[config.mk]
export PLATFORM = sky130hd
export DESIGN_NAME = stereo_decimate_quantize_framer
export DESIGN_NICKNAME = d
export VERILOG_FILES = /design/src/rtl/sdqf_pkg.sv /design/src/rtl/sdqf_div.sv /design/src/rtl/sdqf_dpath.sv /design/src/rtl/sdqf_ctrl.sv /design/src/rtl/stereo_decimate_quantize_framer.sv
export SDC_FILE = /design/constraint.sdc
export NUM_CORES = 2
export LEC_CHECK = 0
export ABC_AREA = 0
export BUFFER_PORTS_ARGS = -buffer_cell sky130_fd_sc_hd__buf_2
export CORE_MARGIN = 4
export CORE_UTILIZATION = 55
export CTS_BUF_LIST = sky130_fd_sc_hd__clkbuf_4 sky130_fd_sc_hd__clkbuf_8
export DETAILED_ROUTE_END_ITERATION = 6
export PLACE_DENSITY = 0.72
export RECOVER_POWER = 50
export SETUP_SLACK_MARGIN = 0.5
export SLEW_MARGIN = 20
export SYNTH_ARGS = -nofsm -noshare
export SYNTH_HDL_FRONTEND = slang
export SYNTH_SLANG_ARGS = --single-unit
[constraint.sdc]
create_clock -name clk -period 12.1 [get_ports clk]
set_input_delay 0.605 -clock clk [delete_from_list [all_inputs] [get_ports clk]]
set_output_delay 0.605 -clock clk [all_outputs]
set_load 0.02 [all_outputs]
[src/rtl/sdqf_pkg.sv]
`timescale 1ns / 1ps
`default_nettype none
// ----------------------------------------------------------------------------
// sdqf_pkg: shared types and constants
// Widths, stream header bytes, slot codes, controller states and the
// command/status bundles between the controller and the datapath.
// ----------------------------------------------------------------------------
package sdqf_pkg;

	localparam int SAMPLE_W   = 24;
	localparam int SUM_W      = 27;
	localparam int CNT_W      = 3;
	localparam int N_W        = 4;
	localparam int GAIN_W     = 10;
	localparam int SCALE_W    = 23;
	localparam int FRAC_W     = 23;
	localparam int PROD1_W    = SUM_W + GAIN_W;
	localparam int NUM_W      = 26;
	localparam int PROD2_W    = NUM_W + SCALE_W;
	localparam int DIGIT_W    = 4;
	localparam int DIV_STEPS  = 7;
	localparam int DIV_W      = DIGIT_W * DIV_STEPS;
	localparam int STEP_W     = 3;
	localparam int REM_W      = 3;
	localparam int SLOT_W     = 4;
	localparam int BYTE_W     = 8;
	localparam int CFG_IDX_W  = 2;
	localparam int CFG_DATA_W = 10;

	localparam logic [CFG_IDX_W-1:0] REG_DECIMATION   = 2'd0;
	localparam logic [CFG_IDX_W-1:0] REG_WIDE_SAMPLES = 2'd1;
	localparam logic [CFG_IDX_W-1:0] REG_GAIN         = 2'd2;

	localparam logic [CNT_W-1:0]  DECIMATION_RST = 3'd1;
	localparam logic              WIDE_RST       = 1'b1;
	localparam logic [GAIN_W-1:0] GAIN_RST       = 10'd100;

	localparam logic [BYTE_W-1:0] SYNC0_BYTE = 8'hDA;
	localparam logic [BYTE_W-1:0] SYNC1_BYTE = 8'h7A;
	localparam logic [BYTE_W-1:0] FMT_WIDE   = 8'h80;
	localparam logic [BYTE_W-1:0] FMT_NARROW = 8'h00;
	localparam logic [BYTE_W-1:0] FMT_MARK   = 8'h40;

	localparam logic [SCALE_W-1:0] SCALE_WIDE   = 23'd8388607;
	localparam logic [SCALE_W-1:0] SCALE_NARROW = 23'd32767;

	localparam logic [CNT_W-1:0] WIDE_BYTES   = 3'd3;
	localparam logic [CNT_W-1:0] NARROW_BYTES = 3'd2;

	localparam logic [SLOT_W-1:0] SLOT_SYNC0      = 4'd0;
	localparam logic [SLOT_W-1:0] SLOT_SYNC1      = 4'd1;
	localparam logic [SLOT_W-1:0] SLOT_SEQ        = 4'd2;
	localparam logic [SLOT_W-1:0] SLOT_FMT        = 4'd3;
	localparam logic [SLOT_W-1:0] SLOT_SAMPLE     = 4'd4;
	localparam logic [SLOT_W-1:0] SLOT_END_NARROW = 4'd7;
	localparam logic [SLOT_W-1:0] SLOT_END_WIDE   = 4'd9;

	typedef enum logic [2:0] {
		ST_IDLE,
		ST_MUL1,
		ST_MUL2,
		ST_DIV,
		ST_FIN,
		ST_EMIT
	} state_t;

	typedef struct packed {
		logic              take;
		logic              mul1;
		logic              mul2;
		logic              div_step;
		logic              finish;
		logic              emit;
		logic              last;
		logic [SLOT_W-1:0] slot;
	} cmd_t;

	typedef struct packed {
		logic group_done;
		logic hdr;
		logic wide;
		logic out_free;
	} sts_t;

endpackage
`default_nettype wire

[src/rtl/sdqf_div.sv]
`timescale 1ns / 1ps
`default_nettype none
// ----------------------------------------------------------------------------
// sdqf_div: radix-16 restoring divider lane
// Divides the scaled product by the group size, four quotient bits per step.
// ----------------------------------------------------------------------------
module sdqf_div (
	input  logic                          clk,
	input  logic                          load,
	input  logic                          step,
	input  logic [sdqf_pkg::NUM_W-1:0]    dividend,
	input  logic [sdqf_pkg::N_W-1:0]      divisor,
	output logic [sdqf_pkg::SCALE_W-1:0]  quotient
);
	import sdqf_pkg::*;

	logic [DIV_W-1:0] acc_q;
	logic [REM_W-1:0] rem_q;
	logic [DIV_W-1:0] acc_d;
	logic [REM_W-1:0] rem_d;

	always_comb begin
		logic [REM_W:0]   part;
		logic [DIGIT_W-1:0] qd;
		part  = '0;
		qd    = '0;
		rem_d = rem_q;
		for (int i = 0; i < DIGIT_W; i++) begin
			part = {rem_d, acc_q[DIV_W-1-i]};
			if (part >= divisor) begin
				part = part - divisor;
				qd[DIGIT_W-1-i] = 1'b1;
			end
			rem_d = part[REM_W-1:0];
		end
		acc_d = {acc_q[DIV_W-DIGIT_W-1:0], qd};
	end

	always_ff @(posedge clk) begin
		if (load) begin
			acc_q <= {{(DIV_W-NUM_W){1'b0}}, dividend};
			rem_q <= '0;
		end else if (step) begin
			acc_q <= acc_d;
			rem_q <= rem_d;
		end
	end

	assign quotient = acc_q[SCALE_W-1:0];

endmodule
`default_nettype wire

[src/rtl/sdqf_dpath.sv]
`timescale 1ns / 1ps
`default_nettype none
// ----------------------------------------------------------------------------
// sdqf_dpath: accumulate, quantize and framing datapath
// Holds the registers, the running sums, the frame counters, the two
// multiply stages, two divider lanes, the byte selector and output register.
// ----------------------------------------------------------------------------
module sdqf_dpath #(
	parameter int PAIRS_PER_FRAME = 64,
	parameter int MAX_DECIMATION  = 6
) (
	input  logic                                clk,
	input  logic                                arst_n,
	input  logic                                cfg_we,
	input  logic [sdqf_pkg::CFG_IDX_W-1:0]      cfg_index,
	input  logic [sdqf_pkg::CFG_DATA_W-1:0]     cfg_data,
	input  logic signed [sdqf_pkg::SAMPLE_W-1:0] in_left,
	input  logic signed [sdqf_pkg::SAMPLE_W-1:0] in_right,
	input  sdqf_pkg::cmd_t                      cmd,
	output sdqf_pkg::sts_t                      sts,
	output logic                                out_valid,
	input  logic                                out_ready,
	output logic [sdqf_pkg::BYTE_W-1:0]         out_byte,
	output logic                                out_last,
	output logic                                out_frame
);
	import sdqf_pkg::*;

	localparam int PIF_W = (PAIRS_PER_FRAME > 1) ? $clog2(PAIRS_PER_FRAME) : 1;
	localparam logic [PIF_W-1:0] PIF_LAST = PIF_W'(PAIRS_PER_FRAME - 1);
	localparam logic [CNT_W-1:0] DEC_CAP  =
		(MAX_DECIMATION > ((1 << CNT_W) - 1)) ? CNT_W'((1 << CNT_W) - 1)
		                                      : CNT_W'(MAX_DECIMATION);

	logic [CNT_W-1:0]  dec_q;
	logic              wide_q;
	logic [GAIN_W-1:0] gain_q;

	logic signed [SUM_W-1:0] lsum_q, rsum_q;
	logic [CNT_W-1:0]        cnt_q;
	logic [PIF_W-1:0]        pair_q;
	logic [BYTE_W-1:0]       seq_q;

	logic signed [SUM_W-1:0] lsum_new, rsum_new;
	logic [CNT_W-1:0]        cnt_new;
	logic [CNT_W-1:0]        eff_dec;
	logic [N_W-1:0]          n_new;
	logic                    group_done;

	logic signed [SUM_W-1:0] lw_q, rw_q;
	logic [N_W-1:0]          n_q;
	logic                    wide_w_q;
	logic                    hdr_q;
	logic                    fdone_q;
	logic [BYTE_W-1:0]       seqw_q;
	logic [BYTE_W-1:0]       fmt_q;

	logic [SUM_W-1:0]        lmag, rmag;
	logic [PROD1_W-1:0]      lprod_q, rprod_q;
	logic                    lneg_q, rneg_q;
	logic                    lsat_q, rsat_q;
	logic [PROD1_W-1:0]      den;
	logic [SCALE_W-1:0]      scale;
	logic [PROD2_W-1:0]      lprod2, rprod2;
	logic [SCALE_W-1:0]      lquo, rquo;
	logic [SCALE_W-1:0]      lq, rq;
	logic [SAMPLE_W-1:0]     ls_q, rs_q;

	logic [CNT_W-1:0]        rel;
	logic [CNT_W-1:0]        nbytes;
	logic [CNT_W-1:0]        lane_idx;
	logic [SAMPLE_W-1:0]     lane_word;
	logic [BYTE_W-1:0]       sample_byte;
	logic [BYTE_W-1:0]       next_byte;

	logic                    out_valid_q;
	logic [BYTE_W-1:0]       byte_q;
	logic                    last_q;
	logic                    frame_q;

	assign eff_dec  = (dec_q == '0) ? CNT_W'(1) : ((dec_q > DEC_CAP) ? DEC_CAP : dec_q);
	assign lsum_new = lsum_q + SUM_W'(in_left);
	assign rsum_new = rsum_q + SUM_W'(in_right);
	assign cnt_new  = cnt_q + CNT_W'(1);
	assign group_done = (cnt_new >= eff_dec) || (cnt_new == '0);
	assign n_new    = (cnt_new == '0) ? N_W'(1 << CNT_W) : N_W'(cnt_new);

	always_ff @(posedge clk or negedge arst_n) begin
		if (!arst_n) begin
			dec_q  <= DECIMATION_RST;
			wide_q <= WIDE_RST;
			gain_q <= GAIN_RST;
			lsum_q <= '0;
			rsum_q <= '0;
			cnt_q  <= '0;
			pair_q <= '0;
			seq_q  <= '0;
		end else begin
			if (cmd.take) begin
				if (group_done) begin
					lsum_q <= '0;
					rsum_q <= '0;
					cnt_q  <= '0;
					pair_q <= (pair_q == PIF_LAST) ? '0 : pair_q + PIF_W'(1);
					if (pair_q == '0) begin
						seq_q <= seq_q + BYTE_W'(1);
					end
				end else begin
					lsum_q <= lsum_new;
					rsum_q <= rsum_new;
					cnt_q  <= cnt_new;
				end
			end
			if (cfg_we) begin
				unique case (cfg_index)
					REG_DECIMATION: begin
						dec_q  <= cfg_data[CNT_W-1:0];
						pair_q <= '0;
					end
					REG_WIDE_SAMPLES: begin
						wide_q <= cfg_data[0];
						pair_q <= '0;
					end
					REG_GAIN: gain_q <= cfg_data[GAIN_W-1:0];
					default: ;
				endcase
			end
		end
	end

	// capture a completed group
	always_ff @(posedge clk) begin
		if (cmd.take && group_done) begin
			lw_q     <= lsum_new;
			rw_q     <= rsum_new;
			n_q      <= n_new;
			wide_w_q <= wide_q;
			hdr_q    <= (pair_q == '0);
			fdone_q  <= (pair_q == PIF_LAST);
			seqw_q   <= seq_q;
			fmt_q    <= (wide_q ? FMT_WIDE : FMT_NARROW) | FMT_MARK | BYTE_W'(eff_dec);
		end
	end

	assign lmag = lw_q[SUM_W-1] ? SUM_W'(-lw_q) : SUM_W'(lw_q);
	assign rmag = rw_q[SUM_W-1] ? SUM_W'(-rw_q) : SUM_W'(rw_q);

	always_ff @(posedge clk) begin
		if (cmd.mul1) begin
			lprod_q <= PROD1_W'(lmag) * PROD1_W'(gain_q);
			rprod_q <= PROD1_W'(rmag) * PROD1_W'(gain_q);
			lneg_q  <= lw_q[SUM_W-1];
			rneg_q  <= rw_q[SUM_W-1];
		end
	end

	assign den    = PROD1_W'({n_q, {FRAC_W{1'b0}}});
	assign scale  = wide_w_q ? SCALE_WIDE : SCALE_NARROW;
	assign lprod2 = PROD2_W'(lprod_q[NUM_W-1:0]) * PROD2_W'(scale);
	assign rprod2 = PROD2_W'(rprod_q[NUM_W-1:0]) * PROD2_W'(scale);

	always_ff @(posedge clk) begin
		if (cmd.mul2) begin
			lsat_q <= (lprod_q >= den);
			rsat_q <= (rprod_q >= den);
		end
	end

	sdqf_div u_div_left (
		.clk      (clk),
		.load     (cmd.mul2),
		.step     (cmd.div_step),
		.dividend (lprod2[PROD2_W-1:FRAC_W]),
		.divisor  (n_q),
		.quotient (lquo)
	);

	sdqf_div u_div_right (
		.clk      (clk),
		.load     (cmd.mul2),
		.step     (cmd.div_step),
		.dividend (rprod2[PROD2_W-1:FRAC_W]),
		.divisor  (n_q),
		.quotient (rquo)
	);

	assign lq = lsat_q ? scale : lquo;
	assign rq = rsat_q ? scale : rquo;

	always_ff @(posedge clk) begin
		if (cmd.finish) begin
			ls_q <= lneg_q ? SAMPLE_W'(-SAMPLE_W'(lq)) : SAMPLE_W'(lq);
			rs_q <= rneg_q ? SAMPLE_W'(-SAMPLE_W'(rq)) : SAMPLE_W'(rq);
		end
	end

	assign rel    = CNT_W'(cmd.slot - SLOT_SAMPLE);
	assign nbytes = wide_w_q ? WIDE_BYTES : NARROW_BYTES;

	always_comb begin
		if (rel < nbytes) begin
			lane_word = ls_q;
			lane_idx  = rel;
		end else begin
			lane_word = rs_q;
			lane_idx  = rel - nbytes;
		end
		case (lane_idx)
			3'd0:    sample_byte = lane_word[BYTE_W-1:0];
			3'd1:    sample_byte = lane_word[2*BYTE_W-1:BYTE_W];
			default: sample_byte = lane_word[3*BYTE_W-1:2*BYTE_W];
		endcase
		unique case (cmd.slot)
			SLOT_SYNC0: next_byte = SYNC0_BYTE;
			SLOT_SYNC1: next_byte = SYNC1_BYTE;
			SLOT_SEQ:   next_byte = seqw_q;
			SLOT_FMT:   next_byte = fmt_q;
			default:    next_byte = sample_byte;
		endcase
	end

	always_ff @(posedge clk or negedge arst_n) begin
		if (!arst_n) begin
			out_valid_q <= 1'b0;
		end else if (cmd.emit) begin
			out_valid_q <= 1'b1;
		end else if (out_ready) begin
			out_valid_q <= 1'b0;
		end
	end

	always_ff @(posedge clk) begin
		if (cmd.emit) begin
			byte_q  <= next_byte;
			last_q  <= cmd.last;
			frame_q <= cmd.last & fdone_q;
		end
	end

	assign sts.group_done = group_done;
	assign sts.hdr        = hdr_q;
	assign sts.wide       = wide_w_q;
	assign sts.out_free   = !out_valid_q || out_ready;

	assign out_valid = out_valid_q;
	assign out_byte  = byte_q;
	assign out_last  = last_q;
	assign out_frame = frame_q;

endmodule
`default_nettype wire

[src/rtl/sdqf_ctrl.sv]
`timescale 1ns / 1ps
`default_nettype none
// ----------------------------------------------------------------------------
// sdqf_ctrl: sequencing state machine
// Accepts pairs, steps the multiply and divide stages and walks the byte
// slots of the header and samples into the output register.
// ----------------------------------------------------------------------------
module sdqf_ctrl (
	input  logic           clk,
	input  logic           arst_n,
	input  logic           in_valid,
	output logic           in_ready,
	input  sdqf_pkg::sts_t sts,
	output sdqf_pkg::cmd_t cmd
);
	import sdqf_pkg::*;

	state_t             state_q, state_d;
	logic [STEP_W-1:0]  step_q;
	logic [SLOT_W-1:0]  slot_q;
	logic [SLOT_W-1:0]  slot_end;

	always_ff @(posedge clk or negedge arst_n) begin
		if (!arst_n) begin
			state_q <= ST_IDLE;
		end else begin
			state_q <= state_d;
		end
	end

	always_comb begin
		state_d  = state_q;
		in_ready = 1'b0;
		cmd      = '0;
		cmd.slot = slot_q;
		slot_end = sts.wide ? SLOT_END_WIDE : SLOT_END_NARROW;
		cmd.last = (slot_q == slot_end);
		unique case (state_q)
			ST_IDLE: begin
				in_ready = 1'b1;
				if (in_valid) begin
					cmd.take = 1'b1;
					if (sts.group_done) begin
						state_d = ST_MUL1;
					end
				end
			end
			ST_MUL1: begin
				cmd.mul1 = 1'b1;
				state_d  = ST_MUL2;
			end
			ST_MUL2: begin
				cmd.mul2 = 1'b1;
				state_d  = ST_DIV;
			end
			ST_DIV: begin
				cmd.div_step = 1'b1;
				if (step_q == STEP_W'(DIV_STEPS - 1)) begin
					state_d = ST_FIN;
				end
			end
			ST_FIN: begin
				cmd.finish = 1'b1;
				state_d    = ST_EMIT;
			end
			ST_EMIT: begin
				if (sts.out_free) begin
					cmd.emit = 1'b1;
					if (cmd.last) begin
						state_d = ST_IDLE;
					end
				end
			end
			default: state_d = ST_IDLE;
		endcase
	end

	always_ff @(posedge clk or negedge arst_n) begin
		if (!arst_n) begin
			step_q <= '0;
			slot_q <= '0;
		end else begin
			if (cmd.mul2) begin
				step_q <= '0;
			end else if (cmd.div_step) begin
				step_q <= step_q + STEP_W'(1);
			end
			if (cmd.finish) begin
				slot_q <= sts.hdr ? SLOT_SYNC0 : SLOT_SAMPLE;
			end else if (cmd.emit) begin
				slot_q <= slot_q + SLOT_W'(1);
			end
		end
	end

endmodule
`default_nettype wire

[src/rtl/stereo_decimate_quantize_framer.sv]
`timescale 1ns / 1ps
`default_nettype none
// ----------------------------------------------------------------------------
// stereo_decimate_quantize_framer: box-car decimator with PCM byte framer
// A pair that only accumulates is added to the running sums when taken.
// A pair that closes a group goes through 2 multiply, 7 radix-16 divide
// and 1 finalize step before its first byte, then one byte per cycle while
// the output is free: 4 header bytes when a frame opens, then 4 or 6 sample
// bytes. The next pair is taken once the last byte is in the output register.
// Reset clears sums, counters and frame sequence; decimation 1, wide, gain 100.
// ----------------------------------------------------------------------------
module stereo_decimate_quantize_framer #(
	parameter int PAIRS_PER_FRAME = 64,
	parameter int MAX_DECIMATION  = 6
) (
	input  logic                                clk,
	input  logic                                arst_n,
	input  logic                                s_axis_tvalid,
	output logic                                s_axis_tready,
	input  logic [47:0]                         s_axis_tdata,  // left_sample, right_sample
	output logic                                m_axis_tvalid,
	input  logic                                m_axis_tready,
	output logic [sdqf_pkg::BYTE_W-1:0]         m_axis_tdata,  // out_byte
	output logic                                m_axis_tlast,  // item_done
	output logic [0:0]                          m_axis_tuser,  // frame_done
	input  logic                                cfg_valid,
	output logic                                cfg_ready,
	input  logic [sdqf_pkg::CFG_IDX_W-1:0]      cfg_index,
	input  logic [sdqf_pkg::CFG_DATA_W-1:0]     cfg_data
);
	import sdqf_pkg::*;

	cmd_t cmd;
	sts_t sts;
	logic frame_done;

	assign cfg_ready = 1'b1;

	sdqf_ctrl u_ctrl (
		.clk      (clk),
		.arst_n   (arst_n),
		.in_valid (s_axis_tvalid),
		.in_ready (s_axis_tready),
		.sts      (sts),
		.cmd      (cmd)
	);

	sdqf_dpath #(
		.PAIRS_PER_FRAME (PAIRS_PER_FRAME),
		.MAX_DECIMATION  (MAX_DECIMATION)
	) u_dpath (
		.clk       (clk),
		.arst_n    (arst_n),
		.cfg_we    (cfg_valid & cfg_ready),
		.cfg_index (cfg_index),
		.cfg_data  (cfg_data),
		.in_left   (s_axis_tdata[SAMPLE_W-1:0]),
		.in_right  (s_axis_tdata[2*SAMPLE_W-1:SAMPLE_W]),
		.cmd       (cmd),
		.sts       (sts),
		.out_valid (m_axis_tvalid),
		.out_ready (m_axis_tready),
		.out_byte  (m_axis_tdata),
		.out_last  (m_axis_tlast),
		.out_frame (frame_done)
	);

	assign m_axis_tuser = frame_done;

	a_emit_free: assert property (@(posedge clk) disable iff (!arst_n)
		cmd.emit |-> sts.out_free)
		else $error("byte loaded over an untaken byte");

	a_frame_on_last: assert property (@(posedge clk) disable iff (!arst_n)
		m_axis_tvalid && m_axis_tuser[0] |-> m_axis_tlast)
		else $error("frame end not on the last byte of a pair");

	a_busy_after_group: assert property (@(posedge clk) disable iff (!arst_n)
		cmd.take && sts.group_done |=> !s_axis_tready)
		else $error("input taken while a group is in progress");

endmodule
`default_nettype wire
==> metrics.yaml <==
logic_synthesis:
  synth_area_per_cell_um2: 9.96
  synthFlopType: "edfxtp_1"
  yosys.cell_types.count: 92
  yosysWarnings: 0
  ys_ff_latch: 366
  synth_edf_count: 260
  synth_seq_area_share_pct: 16.2
  syn_nets: 8313
  syn-cell-area_um2: 64100
  syn_inst: 6440
  async_flop_share_pct: 26.2
critical_path:
  reg2reg_setup_slack_ps: 3030
  critical_path_arrival_ps: 9590
  crit_top_cell: "fa_1"
  crit_type: "reg2reg"
  path_max_fanout: 64
  slowest_delay_ps: 1230
  cp-end-kind: "flop"
  worstSetupStartpointType: "flop"
  crit-reg2reg-launch: "u_dpath.fmt_q[7]$_DFFE_PP_"
  worstReg2RegEnd: "u_dpath.u_div_right.acc_q[23]$_DFFE_PP_"
  crit_start: "u_dpath.fmt_q[7]$_DFFE_PP_"
  slowest_stage: "clkbuf_1"
  worstPathRequired_ps: 12620
  reg2reg_depth: 25
sta:
  setup_viol: 0
  period_needed_ps: 9070
  whs_ps: 131
  skew_ps: 66.8
  drv_slew: 593
  rsz0062_at_grt: "no"
  fmax_mhz: 110
  finalHoldViolations: 0
  timing.final.crit_share_pct: 74.9
  worst_slew_pin_slew_ps: 3780
  tns_ps: 0
  relSlewSlack_pct: -152
finish:
  final_common_cell: "inv_1"
  fin_area_um2: 67600
  layout_common_cells: "inv_1, fa_1, ha_1"
  final_nets: 8337
  final_cells: 8048
  area_growth_pct: 5.40
  final_layout_size_suffix_gt1_share_pct: 4.08
  num-fill-cells: 9916
route:
  ant_nets: 0
  viasPerCell: 5.50
  dr.pass1.iters: 5
  drtIter0Drc: 2871
  totalWireLength_um: 152000
  wire_per_inst_um: 18.8
  vias: 44300
  drc_errors: 0
floorplanning:
  die_area_um2: 122000
  core_area_um2: 116000
  die_h_um: 349
  start_util_pct: 55.3
  row_count: 125
  ioPinCount: 78
  dieWidth_um: 349
placed_design:
  io_buffers: 76
  place_area_um2: 66200
  detailed_place_hpwl_um: 127000
  gp_congestion: 0.985
  place_inst: 7915
global_routing:
  overflow: 0
  grt_pass1_vias: 47100
  grt_max_degree: 108
  grt_pass1_wl_um: 250000
  grt_usage_pct: 25.8
  antenna_found_initial: 6
cts:
  cts_resized: 0
  cts_max_level: 3
  clk_pin_slew_ps: 60
  cts_tree: "yes"
  clk_latency_ps: 750
  cts_buffers: 69
  clock-root-buffer: "clkbuf_8"
  cts_buffer_depth: 3
  cts_sinks: 366
run_status:
  status: "finished, violations left"
  violations: "capacitance limit, slew limit"
flow_run:
  cap_violations: 14
hold_path:
  worstHoldStart: "cfg_data[8]"
  hold_depth: 2
  whs_endpoint: "u_dpath.gain_q[8]$_DFFE_PN0P_"
  hold_path.class: "in2reg"
## registers in the layout, indices dropped and copies added, names as in the netlist, 4 cells and up
name and cells:
u_dpath.rw_q 27, u_dpath.seq_q 8, u_dpath.lw_q 27, u_ctrl.slot_q 4
u_dpath.lsum_q 27, u_dpath.rprod_q 37, u_dpath.seqw_q 8, u_dpath.u_div_left.acc_q 28
u_dpath.u_div_right.acc_q 28, u_dpath.out_byte 8, u_dpath.rs_q 24, u_dpath.lprod_q 37
u_dpath.fmt_q 4, u_dpath.pair_q 6, u_dpath.ls_q 24, u_dpath.rsum_q 27
u_dpath.n_q 4, u_dpath.gain_q 10
## cells in the mapped netlist, drive strengths merged, types with 32 or more instances
cell	instances	area share, %
edfxtp	260	12
fa	1192	37
nor2b	104	1.0
nand4	38	0.37
o31ai	32	0.38
xnor2	155	2.1
a21o	145	1.7
dfrtp	91	3.6
a211oi	39	0.47
a21oi	236	1.8
clkbuf	157	0.92
nor2	168	0.99
xor2	125	1.7
inv	1414	8.3
nor3	41	0.33
ha	616	12
o21ai	204	1.6
nand2	538	3.1
a22o	44	0.60
and2	270	2.6
nand3	64	0.50
nand2b	77	0.75
## area by class of cell
cell class              instances  area, um2  share of cell area [%]
well taps                    1524       1910                    2.82
inverters                    1415       5310                    7.86
clock inverters                38        337                   0.498
flip-flops and latches        366      10400                    15.4
clock buffers                  89       1140                    1.69
diodes                          4       10.0                  0.0148
multi-input cells            4492      47800                    70.7
repair buffers                120        648                   0.959
## critical path, delay by kind of cell, from the launching register on
kind | cells | cell delay [ps]
buffers and inverters | 7 | 2200
AO/OA/AOI/OAI | 8 | 2030
AND/OR/NAND/NOR | 2 | 460
adder cells (fa/ha/maj) | 8 | 3840
flip-flops | 1 | 310
## logic make-up (layout without fill, tap and decap cells)
logic type | count (synthesis) | count (layout) | synth area share, %
flip-flops | 366 | 366 | 16.2
buffers and inverters | 1582 | 1662 | 9.26
AO/OA/AOI/OAI | 934 | 934 | 9.56
multiplexers | 51 | 51 | 0.843
adder cells (fa/ha/maj) | 1809 | 1809 | 49.2
XOR/XNOR | 280 | 280 | 3.84
other | 1 | 5 | 0.00585
AND/OR/NAND/NOR | 1417 | 1417 | 11.0
## per-layer routing
| layer | track usage [%] | vias to the layer above | wire length [um] |
|---|---|---|---|
| li1 | - | 20500 | - |
| met1 | 35.5 | 22300 | 65800 |
| met2 | 42.4 | 1268 | 71400 |
| met3 | 4.67 | 233 | 10400 |
| met4 | 6.80 | 2 | 4060 |
| met5 | 0 | - | 13 |
## per-stage QoR
stage / util (%) / setup slack (ps)
after floorplan: - / 4740
after global placement: 57.0 / 3970
after detailed placement: 57.0 / 3820
after CTS: 58.3 / 3810
after global routing: 58.3 / 2570
final: 58.3 / 3030
## timing repair
| action | in CTS | in global routing |
|---|---|---|
| endpoints found under the hold margin | 37 | 0 |
| hold buffers | 1 | 0 |
| buffers inserted | 0 | 0 |
## how the worst max path moves through the flow
stage	slack [ps]	endpoint	cells past startpoint
after detailed placement	3820	u_dpath.lprod_q[35]$_DFFE_PP_	23
final	3030	u_dpath.u_div_right.acc_q[23]$_DFFE_PP_	25
after floorplan	4740	u_dpath.u_div_right.acc_q[23]$_DFFE_PP_	26
after CTS	3810	u_dpath.lprod_q[35]$_DFFE_PP_	23
after global routing	2570	u_dpath.u_div_right.acc_q[23]$_DFFE_PP_	25
after global placement	3970	u_dpath.lprod_q[35]$_DFFE_PP_	23
Power is not shown: default switching activity piles up to over one toggle a cycle in this logic, so the estimate is an artifact.
